$ cat config.mk
export PLATFORM = sky130hd
export DESIGN_NAME = terminal_line_edit_fifo
export DESIGN_NICKNAME = d
export VERILOG_FILES = /design/src/sv/tle_pkg.sv /design/src/sv/terminal_line_edit_fifo.sv /design/src/sv/tle_ram.sv /design/src/sv/tle_ctrl.sv /design/src/sv/tle_datapath.sv
export VERILOG_INCLUDE_DIRS = /design/src /design/src/sv
export SDC_FILE = /design/constraint.sdc
export NUM_CORES = 1
export LEC_CHECK = 0
export BUFFER_PORTS_ARGS = -buffer_cell sky130_fd_sc_hd__buf_2
export CELL_PAD_IN_SITES_DETAIL_PLACEMENT = 1
export CELL_PAD_IN_SITES_GLOBAL_PLACEMENT = 2
export CORE_UTILIZATION = 42
export DETAILED_ROUTE_END_ITERATION = 16
export GPL_TIMING_DRIVEN = 1
export PLACE_DENSITY_LB_ADDON = 0.1
export SLEW_MARGIN = 20
export SYNTH_ARGS = -nofsm -noshare
export SYNTH_HDL_FRONTEND = slang
export SYNTH_HIERARCHICAL = 1
export SYNTH_SLANG_ARGS = --single-unit
$ cat constraint.sdc
create_clock -name clk -period 4.4 [get_ports clk]
set_clock_uncertainty 0.2 [all_clocks]
set_input_delay 0.66 -clock clk [delete_from_list [all_inputs] [get_ports clk]]
set_output_delay 0.66 -clock clk [all_outputs]
set_load 0.01 [all_outputs]
$ cat src/sv/terminal_line_edit_fifo_defines.svh
`ifndef TERMINAL_LINE_EDIT_FIFO_DEFINES_SVH
`define TERMINAL_LINE_EDIT_FIFO_DEFINES_SVH

`ifndef SYNTHESIS
// temporal property, checked outside reset
`define TLE_ASSERT(lbl, prop, msg) \
  lbl: assert property (@(posedge clk) disable iff (rst) prop) else $error(msg);
// invariant on the current cycle
`define TLE_ASSERT_NOW(lbl, expr, msg) \
  lbl: assert property (@(posedge clk) disable iff (rst) (expr)) else $error(msg);
`else
`define TLE_ASSERT(lbl, prop, msg)
`define TLE_ASSERT_NOW(lbl, expr, msg)
`endif

`endif

$ cat src/sv/tle_pkg.sv
package tle_pkg;

  localparam int DEPTH       = 64;
  localparam int PTR_W       = $clog2(DEPTH);
  localparam int SEQ_MAX     = 6;
  localparam int IDX_W       = $clog2(SEQ_MAX + 1);
  localparam int TDATA_OUT_W = 16;

  localparam logic [7:0] CH_NUL     = 8'h00;
  localparam logic [7:0] CH_BS      = 8'h08;
  localparam logic [7:0] CH_LF      = 8'h0A;
  localparam logic [7:0] CH_CR      = 8'h0D;
  localparam logic [7:0] CH_SP      = 8'h20;
  localparam logic [7:0] CH_BANG    = 8'h21;
  localparam logic [7:0] CH_ZERO    = 8'h30;
  localparam logic [7:0] CH_CARET   = 8'h5E;
  localparam logic [7:0] CH_DEL     = 8'h7F;
  localparam logic [7:0] CARET_OFS  = 8'h40;
  localparam logic [7:0] CTRL_LIMIT = 8'h20;

  localparam logic MODE_RX   = 1'b0;
  localparam logic MODE_READ = 1'b1;

  localparam logic [1:0] KIND_ECHO   = 2'd0;
  localparam logic [1:0] KIND_READ   = 2'd1;
  localparam logic [1:0] KIND_REFUSE = 2'd2;

  localparam logic REG_ECHO = 1'b0;
  localparam logic REG_LINE = 1'b1;

  // result sequence of one transaction
  typedef enum logic [2:0] {
    SEQ_PLAIN,
    SEQ_CARET,
    SEQ_CRLF,
    SEQ_BS_SHORT,
    SEQ_BS_LONG
  } seq_t;

  typedef struct packed {
    logic capture;
    logic exec;
    logic load;
  } tle_cmd_t;

  typedef struct packed {
    logic has_results;
    logic slot_free;
    logic last_result;
  } tle_status_t;

  function automatic logic [PTR_W-1:0] ptr_inc(input logic [PTR_W-1:0] p);
    ptr_inc = (p == PTR_W'(DEPTH - 1)) ? '0 : p + 1'b1;
  endfunction

  function automatic logic [PTR_W-1:0] ptr_dec(input logic [PTR_W-1:0] p);
    ptr_dec = (p == '0) ? PTR_W'(DEPTH - 1) : p - 1'b1;
  endfunction

  function automatic logic [7:0] seq_byte(input seq_t s, input logic [IDX_W-1:0] i,
                                          input logic [7:0] b);
    case (s)
      SEQ_PLAIN:    seq_byte = b;
      SEQ_CARET:    seq_byte = (i == IDX_W'(0)) ? CH_CARET : b;
      SEQ_CRLF:     seq_byte = (i == IDX_W'(0)) ? CH_CR : CH_LF;
      SEQ_BS_SHORT: seq_byte = (i == IDX_W'(1)) ? CH_SP : CH_BS;
      SEQ_BS_LONG:  seq_byte = (i == IDX_W'(2) || i == IDX_W'(3)) ? CH_SP : CH_BS;
      default:      seq_byte = b;
    endcase
  endfunction

endpackage

$ cat src/sv/terminal_line_edit_fifo.sv
// Terminal receive line discipline over a 64-slot circular byte buffer (63 bytes usable).
// A stream transaction with tuser=0 delivers a received byte (CR becomes LF, stored unless
// full; with echo on, BS/DEL erase the newest byte unless it is LF, and erase sequences
// are echoed); tuser=1 is a read request that returns the oldest byte, '!' when empty,
// or a refusal (kind 2) when line mode is on and no complete line is buffered. Each
// input is captured, then the buffer is updated, then each result goes through the single
// output register, one per cycle unless m_tready stalls; no new input is taken before
// the last result is loaded. Each result carries tlast on the final one of its input
// and the empty/full/line flags after the update. Registers: 0x0 echo_enable, 0x4
// line_enable, both reset to 1; write them only while idle. No clearing pass after reset.
module terminal_line_edit_fifo (
  input  logic                               clk,
  input  logic                               rst,
  input  logic                               s_tvalid,
  output logic                               s_tready,
  input  logic [7:0]                         s_tdata,   // data_in
  input  logic                               s_tuser,   // mode
  output logic                               m_tvalid,
  input  logic                               m_tready,
  // data_out[7:0], is_empty[8], is_full[9], line_ready[10], zero pad
  output logic [tle_pkg::TDATA_OUT_W-1:0]    m_tdata,
  output logic [1:0]                         m_tuser,   // kind
  output logic                               m_tlast,
  input  logic                               psel,
  input  logic                               penable,
  input  logic                               pwrite,
  input  logic [2:0]                         paddr,
  input  logic [31:0]                        pwdata,
  output logic [31:0]                        prdata,
  output logic                               pready
);

  import tle_pkg::*;

  tle_cmd_t    cmd;
  tle_status_t status;
  logic        echo_enable;
  logic        line_enable;

  assign pready = 1'b1;
  assign prdata = {31'b0, (paddr[2] == REG_LINE) ? line_enable : echo_enable};

  always_ff @(posedge clk) begin
    if (rst) begin
      echo_enable <= 1'b1;
      line_enable <= 1'b1;
    end else if (psel && penable && pwrite && pready) begin
      case (paddr[2])
        REG_ECHO: echo_enable <= pwdata[0];
        REG_LINE: line_enable <= pwdata[0];
        default:  echo_enable <= echo_enable;
      endcase
    end
  end

  tle_ctrl u_ctrl (
    .clk      (clk),
    .rst      (rst),
    .s_tvalid (s_tvalid),
    .s_tready (s_tready),
    .status   (status),
    .cmd      (cmd)
  );

  tle_datapath u_datapath (
    .clk         (clk),
    .rst         (rst),
    .cmd         (cmd),
    .status      (status),
    .echo_enable (echo_enable),
    .line_enable (line_enable),
    .s_tdata     (s_tdata),
    .s_tuser     (s_tuser),
    .m_tready    (m_tready),
    .m_tvalid    (m_tvalid),
    .m_tdata     (m_tdata),
    .m_tuser     (m_tuser),
    .m_tlast     (m_tlast)
  );

endmodule

$ cat src/sv/tle_ram.sv
module tle_ram #(
  parameter int WIDTH = 8,
  parameter int DEPTH = 64
) (
  input  logic                     clk,
  input  logic                     we,
  input  logic [$clog2(DEPTH)-1:0] waddr,
  input  logic [WIDTH-1:0]         wdata,
  input  logic                     re,
  input  logic [$clog2(DEPTH)-1:0] raddr,
  output logic [WIDTH-1:0]         rdata
);

  logic [WIDTH-1:0] mem [DEPTH];

  always_ff @(posedge clk) begin
    if (we) begin
      mem[waddr] <= wdata;
    end
    if (re) begin
      rdata <= mem[raddr];
    end
  end

endmodule

$ cat src/sv/tle_ctrl.sv
`include "terminal_line_edit_fifo_defines.svh"

module tle_ctrl (
  input  logic                 clk,
  input  logic                 rst,
  input  logic                 s_tvalid,
  output logic                 s_tready,
  input  tle_pkg::tle_status_t status,
  output tle_pkg::tle_cmd_t    cmd
);

  import tle_pkg::*;

  typedef enum logic [2:0] {
    ST_IDLE = 3'b001,
    ST_EXEC = 3'b010,
    ST_EMIT = 3'b100
  } state_t;

  state_t state;
  state_t state_next;

  always_ff @(posedge clk) begin
    if (rst) begin
      state <= ST_IDLE;
    end else begin
      state <= state_next;
    end
  end

  always_comb begin
    state_next = state;
    cmd        = '0;
    s_tready   = 1'b0;
    case (state)
      ST_IDLE: begin
        s_tready = !rst;
        if (s_tvalid && !rst) begin
          cmd.capture = 1'b1;
          state_next  = ST_EXEC;
        end
      end
      ST_EXEC: begin
        cmd.exec   = 1'b1;
        state_next = status.has_results ? ST_EMIT : ST_IDLE;
      end
      ST_EMIT: begin
        if (status.slot_free) begin
          cmd.load = 1'b1;
          if (status.last_result) begin
            state_next = ST_IDLE;
          end
        end
      end
      default: begin
        state_next = ST_IDLE;
      end
    endcase
  end

  `TLE_ASSERT(a_capture_exec, cmd.capture |=> state == ST_EXEC, "capture not followed by exec")
  `TLE_ASSERT(a_exec_single, (state == ST_EXEC) |=> (state == ST_IDLE || state == ST_EMIT), "exec held over")

endmodule

$ cat src/sv/tle_datapath.sv
`include "terminal_line_edit_fifo_defines.svh"

module tle_datapath (
  input  logic                                clk,
  input  logic                                rst,
  input  tle_pkg::tle_cmd_t                   cmd,
  output tle_pkg::tle_status_t                status,
  input  logic                                echo_enable,
  input  logic                                line_enable,
  input  logic [7:0]                          s_tdata,   // data_in
  input  logic                                s_tuser,   // mode
  input  logic                                m_tready,
  output logic                                m_tvalid,
  // data_out[7:0], is_empty[8], is_full[9], line_ready[10], zero pad
  output logic [tle_pkg::TDATA_OUT_W-1:0]     m_tdata,
  output logic [1:0]                          m_tuser,   // kind
  output logic                                m_tlast
);

  import tle_pkg::*;

  logic [PTR_W-1:0] head, head_next;
  logic [PTR_W-1:0] tail, tail_next;
  logic [PTR_W-1:0] nl, nl_next;
  logic [PTR_W-1:0] tail_inc, tail_dec;
  logic             item_mode;
  logic [7:0]       item_ch;
  seq_t             res_sel, res_sel_next;
  logic [1:0]       res_kind, res_kind_next;
  logic [7:0]       res_b, res_b_next;
  logic [IDX_W-1:0] res_len, res_len_next;
  logic [IDX_W-1:0] res_idx;
  logic             has;
  logic             do_put;
  logic             empty_now, full_now, line_now;
  logic             ram_we;
  logic [PTR_W-1:0] ram_raddr;
  logic [7:0]       rdata;

  assign tail_inc  = ptr_inc(tail);
  assign tail_dec  = ptr_dec(tail);
  assign empty_now = (head == tail);
  assign full_now  = (tail_inc == head);
  assign line_now  = !empty_now && (nl != tail);
  assign ram_raddr = (s_tuser == MODE_READ) ? head : tail_dec;

  tle_ram #(.WIDTH(8), .DEPTH(DEPTH)) u_ram (
    .clk   (clk),
    .we    (ram_we),
    .waddr (tail),
    .wdata (item_ch),
    .re    (cmd.capture),
    .raddr (ram_raddr),
    .rdata (rdata)
  );

  always_comb begin
    head_next     = head;
    tail_next     = tail;
    nl_next       = nl;
    res_sel_next  = SEQ_PLAIN;
    res_kind_next = KIND_ECHO;
    res_b_next    = item_ch;
    res_len_next  = IDX_W'(1);
    has           = 1'b0;
    do_put        = 1'b0;
    if (item_mode == MODE_READ) begin
      has           = 1'b1;
      res_kind_next = KIND_READ;
      if (line_enable && !line_now) begin
        res_kind_next = KIND_REFUSE;
        res_b_next    = '0;
      end else if (empty_now) begin
        res_b_next = CH_BANG;
      end else begin
        res_b_next = rdata;
        if (nl == head) begin
          nl_next = tail;
        end
        head_next = ptr_inc(head);
      end
    end else if (!echo_enable) begin
      do_put = 1'b1;
    end else if (item_ch == CH_BS || item_ch == CH_DEL) begin
      if (!empty_now) begin
        if (rdata == CH_LF) begin
          // newline cannot be erased; it stays and marks the line end
          nl_next = tail_dec;
        end else begin
          tail_next = tail_dec;
          if (nl == tail) begin
            nl_next = tail_dec;
          end
          has = 1'b1;
          if (rdata < CTRL_LIMIT) begin
            res_sel_next = SEQ_BS_LONG;
            res_len_next = IDX_W'(6);
          end else begin
            res_sel_next = SEQ_BS_SHORT;
            res_len_next = IDX_W'(3);
          end
        end
      end
    end else begin
      do_put = 1'b1;
      has    = 1'b1;
      if (item_ch == CH_LF) begin
        res_sel_next = SEQ_CRLF;
        res_len_next = IDX_W'(2);
      end else if (item_ch < CTRL_LIMIT) begin
        res_sel_next = SEQ_CARET;
        res_len_next = IDX_W'(2);
        res_b_next   = (item_ch == CH_NUL) ? CH_ZERO : item_ch + CARET_OFS;
      end
    end
    if (do_put && !full_now) begin
      if (item_ch == CH_LF) begin
        nl_next = tail;
      end else if (nl == tail) begin
        nl_next = tail_inc;
      end
      tail_next = tail_inc;
    end
  end

  assign ram_we = cmd.exec && do_put && !full_now;

  assign status.has_results = has;
  assign status.slot_free   = !m_tvalid || m_tready;
  assign status.last_result = (res_idx == res_len - 1'b1);

  always_ff @(posedge clk) begin
    if (rst) begin
      head     <= '0;
      tail     <= '0;
      nl       <= '0;
      res_len  <= '0;
      res_idx  <= '0;
      m_tvalid <= 1'b0;
    end else begin
      if (cmd.exec) begin
        head    <= head_next;
        tail    <= tail_next;
        nl      <= nl_next;
        res_len <= res_len_next;
        res_idx <= '0;
      end else if (cmd.load) begin
        res_idx <= res_idx + 1'b1;
      end
      if (cmd.load) begin
        m_tvalid <= 1'b1;
      end else if (m_tready) begin
        m_tvalid <= 1'b0;
      end
    end
  end

  always_ff @(posedge clk) begin
    if (cmd.capture) begin
      item_mode <= s_tuser;
      item_ch   <= (s_tdata == CH_CR) ? CH_LF : s_tdata;
    end
    if (cmd.exec) begin
      res_sel  <= res_sel_next;
      res_kind <= res_kind_next;
      res_b    <= res_b_next;
    end
    if (cmd.load) begin
      m_tdata <= {{(TDATA_OUT_W - 11){1'b0}}, line_now, full_now, empty_now,
                  seq_byte(res_sel, res_idx, res_b)};
      m_tuser <= res_kind;
      m_tlast <= status.last_result;
    end
  end

  `TLE_ASSERT_NOW(a_not_empty_and_full, !(empty_now && full_now), "buffer empty and full")
  `TLE_ASSERT_NOW(a_idx_bound, res_idx <= res_len, "result index past sequence length")
  `TLE_ASSERT(a_out_kept, (m_tvalid && !m_tready) |=> m_tvalid, "pending result dropped")

endmodule
==> out/results.tsv <==
metric	value	unit
clk_lat worst skew	0.63	ns
cell accounting for the most synthesized area	edfxtp_1	
asr flop ratio synth	0	%
Worst VDD drop	0.382	mV
# port buffers	34	
Num CTS Buffers	61	
Critical Path Sink Type	flip-flop	
vias in the first global route	13926	
clock root buffer	clkbuf_16	
hold crit path type	input pin to flip-flop	
cell count after synthesis	1464	
post-synth top area share	67.1	%
most common cell in the netlist	edfxtp_1	
Worst-Margin Slew	0.981	ns
# rows	88	
most used routing layer	met2	
setup bufs post-CTS	0	
pin count of the biggest net entering global routing	69	
reg-to-reg endpoint	u_datapath/u_ram/mem[6][1]$_DFFE_PP_	
fin cells	2363	
Peak Freq	0.243	GHz
DRT Pass-1 Iters	5	
Worst Setup Path Type	flip-flop to flip-flop	
RSZ-0062 raised after global routing	false	
FF-to-FF setup slack	0.29	ns
Synth area leaders	edfxtp_1 (67%), mux4_2 (11%), dfxtp_1 (2.4%)	
top cells by count, synth	edfxtp_1 (556), mux4_2 (126), nor2_1 (126)	
CTS Sinks	586	
Bufs on Longest Clock Path	3	
Slew HR	34.0	%
Arrival @ worst endpoint	4.16	ns
FF-to-FF Start	u_datapath/item_ch[6]$_SDFFCE_PN0P_	
vias post-DR	13251	
drc violations	0	
Core Box Area	58100	sq um
DPL Wire Length	39.6	mm
Post-synth EDFFs	556	
post-route worst setup slack	0.289	ns
met1 usage	29.8	%
Via density	5.61	
die area	60200	sq um
status	completed	
fin crit share	93.4	%
Initial Util	42.8	%
Critical Path RT	4.45	ns
share of post-route cells with drive strength above 1	22.4	%
Hold WS	0.0523	ns
Worst R2R Path Depth	11	
CTS tree	done	
hold_buf cts	0	
dominant synthesized flop cell	edfxtp_1	
final setup vio count	0	
IO Pins	105	
Final TNS setup	0	ns
Worst-path clk slew	0.06	ns
DIE WIDTH	245	microns
Synth-to-Final Area Change	12.4	%
pwr/cell area	415	nW/um^2
NumNets Final	1608	
flops & latches, synth	586	
Max-cap violations	0	
worst hold start	s_tdata[3]	
Synth cell types	84	
H-tree Lvls	2	
met3 usage	2.88	%
Chip Height	245	microns
post-route ant nets	0	
Final Instance Area	28000	sq um
pre-CTS WS	0.268	ns
Final Max Tran Viols	0	
Fin. Hold Viols	0	
Tot GR Track Use	21.2	%
placed insts	2248	
Mapped Area	24900	sq um
GRT overflow	0	
first-pass GRT wire length	93.1	mm
leakage power figure	0.00898	uW
initial antenna violation count	0	
Hold Path End	u_datapath/item_ch[3]$_SDFFCE_PN1P_	
worst hold stages	1	
wire per inst	26.5	microns
routability cong.	0.784	
Total Routed Length	62.7	mm
fillers	5516	
CP Launch Type	flip-flop	
initial DRC count	945	
Avg Cell Area, Syn	17.0	sq um
Synth Warn #	6	
crit path time final	4.11	ns
register area share after synthesis	69.6	%
Post-DP Area	26100	sq um
CP Max Fanout	8	
met2 usage	34.9	%
-- logic make-up after synthesis --
logic type	synth area share, %
flops	69.6
simple gates	6.54
buf+inv	3.48
compound gates	4.92
fa+ha+maj	0.553
xor+xnor	1.20
other cells	0.0453
mux	13.7
-- power by group --
part           leakage (uW)  switching, uW  internal (uW)
clock network      0.000907           2130           2710
registers           0.00525           14.3           6100
logic               0.00282            383            247
total               0.00898           2530           9060
-- worst max-delay path by stage --
stage	start	end	slack, ns
after detailed placement	u_datapath/item_ch[6]$_SDFFCE_PN0P_	u_datapath/u_ram/mem[46][3]$_DFFE_PP_	0.27
final	u_datapath/item_ch[6]$_SDFFCE_PN0P_	u_datapath/u_ram/mem[6][1]$_DFFE_PP_	0.29
after CTS	u_datapath/item_ch[6]$_SDFFCE_PN0P_	u_datapath/u_ram/mem[46][3]$_DFFE_PP_	0.22
after floorplan	u_datapath/item_ch[6]$_SDFFCE_PN0P_	u_datapath/u_ram/mem[62][0]$_DFFE_PP_	0.20
after global placement	u_datapath/item_ch[6]$_SDFFCE_PN0P_	u_datapath/u_ram/mem[8][7]$_DFFE_PP_	0.34
after global routing	u_datapath/item_ch[6]$_SDFFCE_PN0P_	u_datapath/u_ram/mem[40][4]$_DFFE_PP_	0.02
-- cell type report --
class	instances	area, sq um	share of cell area [%]
flip-flops and latches	586	17300	61.9
multi-input cells	766	6900	24.7
clock buffers	74	1580	5.63
well taps	765	957	3.42
repair buffers	109	858	3.07
clock inverters	40	280	1.00
inverters	22	82.6	0.295
diodes	1	2.50	0.00895
-- through the flow --
stage               utilization (%)  power, uW
CTS                            48.1      11700
detailed placement             44.9       6870
global route                   48.1      12000
floorplan                         -       6660
finish                         48.1      11600
global placement               44.9       6860
-- critical path, stage by stage, from the launching register on --
cell,delay [ns]
edfxtp_1,0.39
inv_1,0.08
ha_1,0.21
nor3b_1,0.15
a2bb2o_1,0.28
a21oi_1,0.50
nand2_1,0.24
nor2_1,0.25
nor2b_1,0.35
nand3_1,0.14
buf_4,0.23
nor2_1,0.71
-- timing repair --
| item | in CTS | in global routing |
|---|---|---|
| endpoints found under the hold margin | 0 | 0 |
| gates resized for setup | 0 | 2 |
| setup endpoints to repair | 0 | 15 |
-- sequential cells by signal, summed over array words and instances, names as in the netlist, 2 cells and up --
register,flops
u_datapath/head,6
u_datapath/res_b,8
u_datapath/m_tdata,11
u_datapath/res_idx,3
u_datapath/res_len,3
u_datapath/nl,6
u_datapath/res_sel,3
u_datapath/u_ram/mem,512
u_datapath/res_kind,2
u_datapath/tail,6
u_datapath/u_ram/rdata,8
u_datapath/item_ch,8
u_datapath/m_tuser,2
u_ctrl/state,3
-- routing by layer --
metal,routed length [microns],up-vias
met1,28500,7029
met5,0,-
met2,30700,237
met4,1330,0
met3,2250,85
li1,-,5900
-- cell usage in the layout, fill, tap and decap left out, types with 5 or more instances in the layout --
cell type	netlist	routed
a31oi_1	5	5
o21ai_0	28	28
nand4_1	8	8
nand3b_1	7	7
clkinv_1	0	15
dfxtp_1	30	30
nand3_1	25	25
o221ai_1	10	10
nor2b_1	18	18
a22oi_1	5	5
and3_1	5	5
a221oi_1	8	8
mux4_2	126	126
o22ai_1	13	13
clkbuf_1	37	13
buf_2	17	34
mux2_2	17	16
inv_1	20	20
o211ai_1	6	6
mux2i_1	38	35
nor4_1	8	8
a21oi_1	30	30
nand2b_1	16	16
and2_1	16	16
xnor2_1	16	16
buf_4	56	65
buf_12	2	10
clkbuf_16	0	61
a211oi_1	10	10
clkinv_2	0	15
nand2_1	64	64
nor2_1	126	124
xor2_1	18	18
ha_1	11	11
conb_1	3	37
nor3_1	18	18
edfxtp_1	556	556
(Power assumes the default switching activity.)
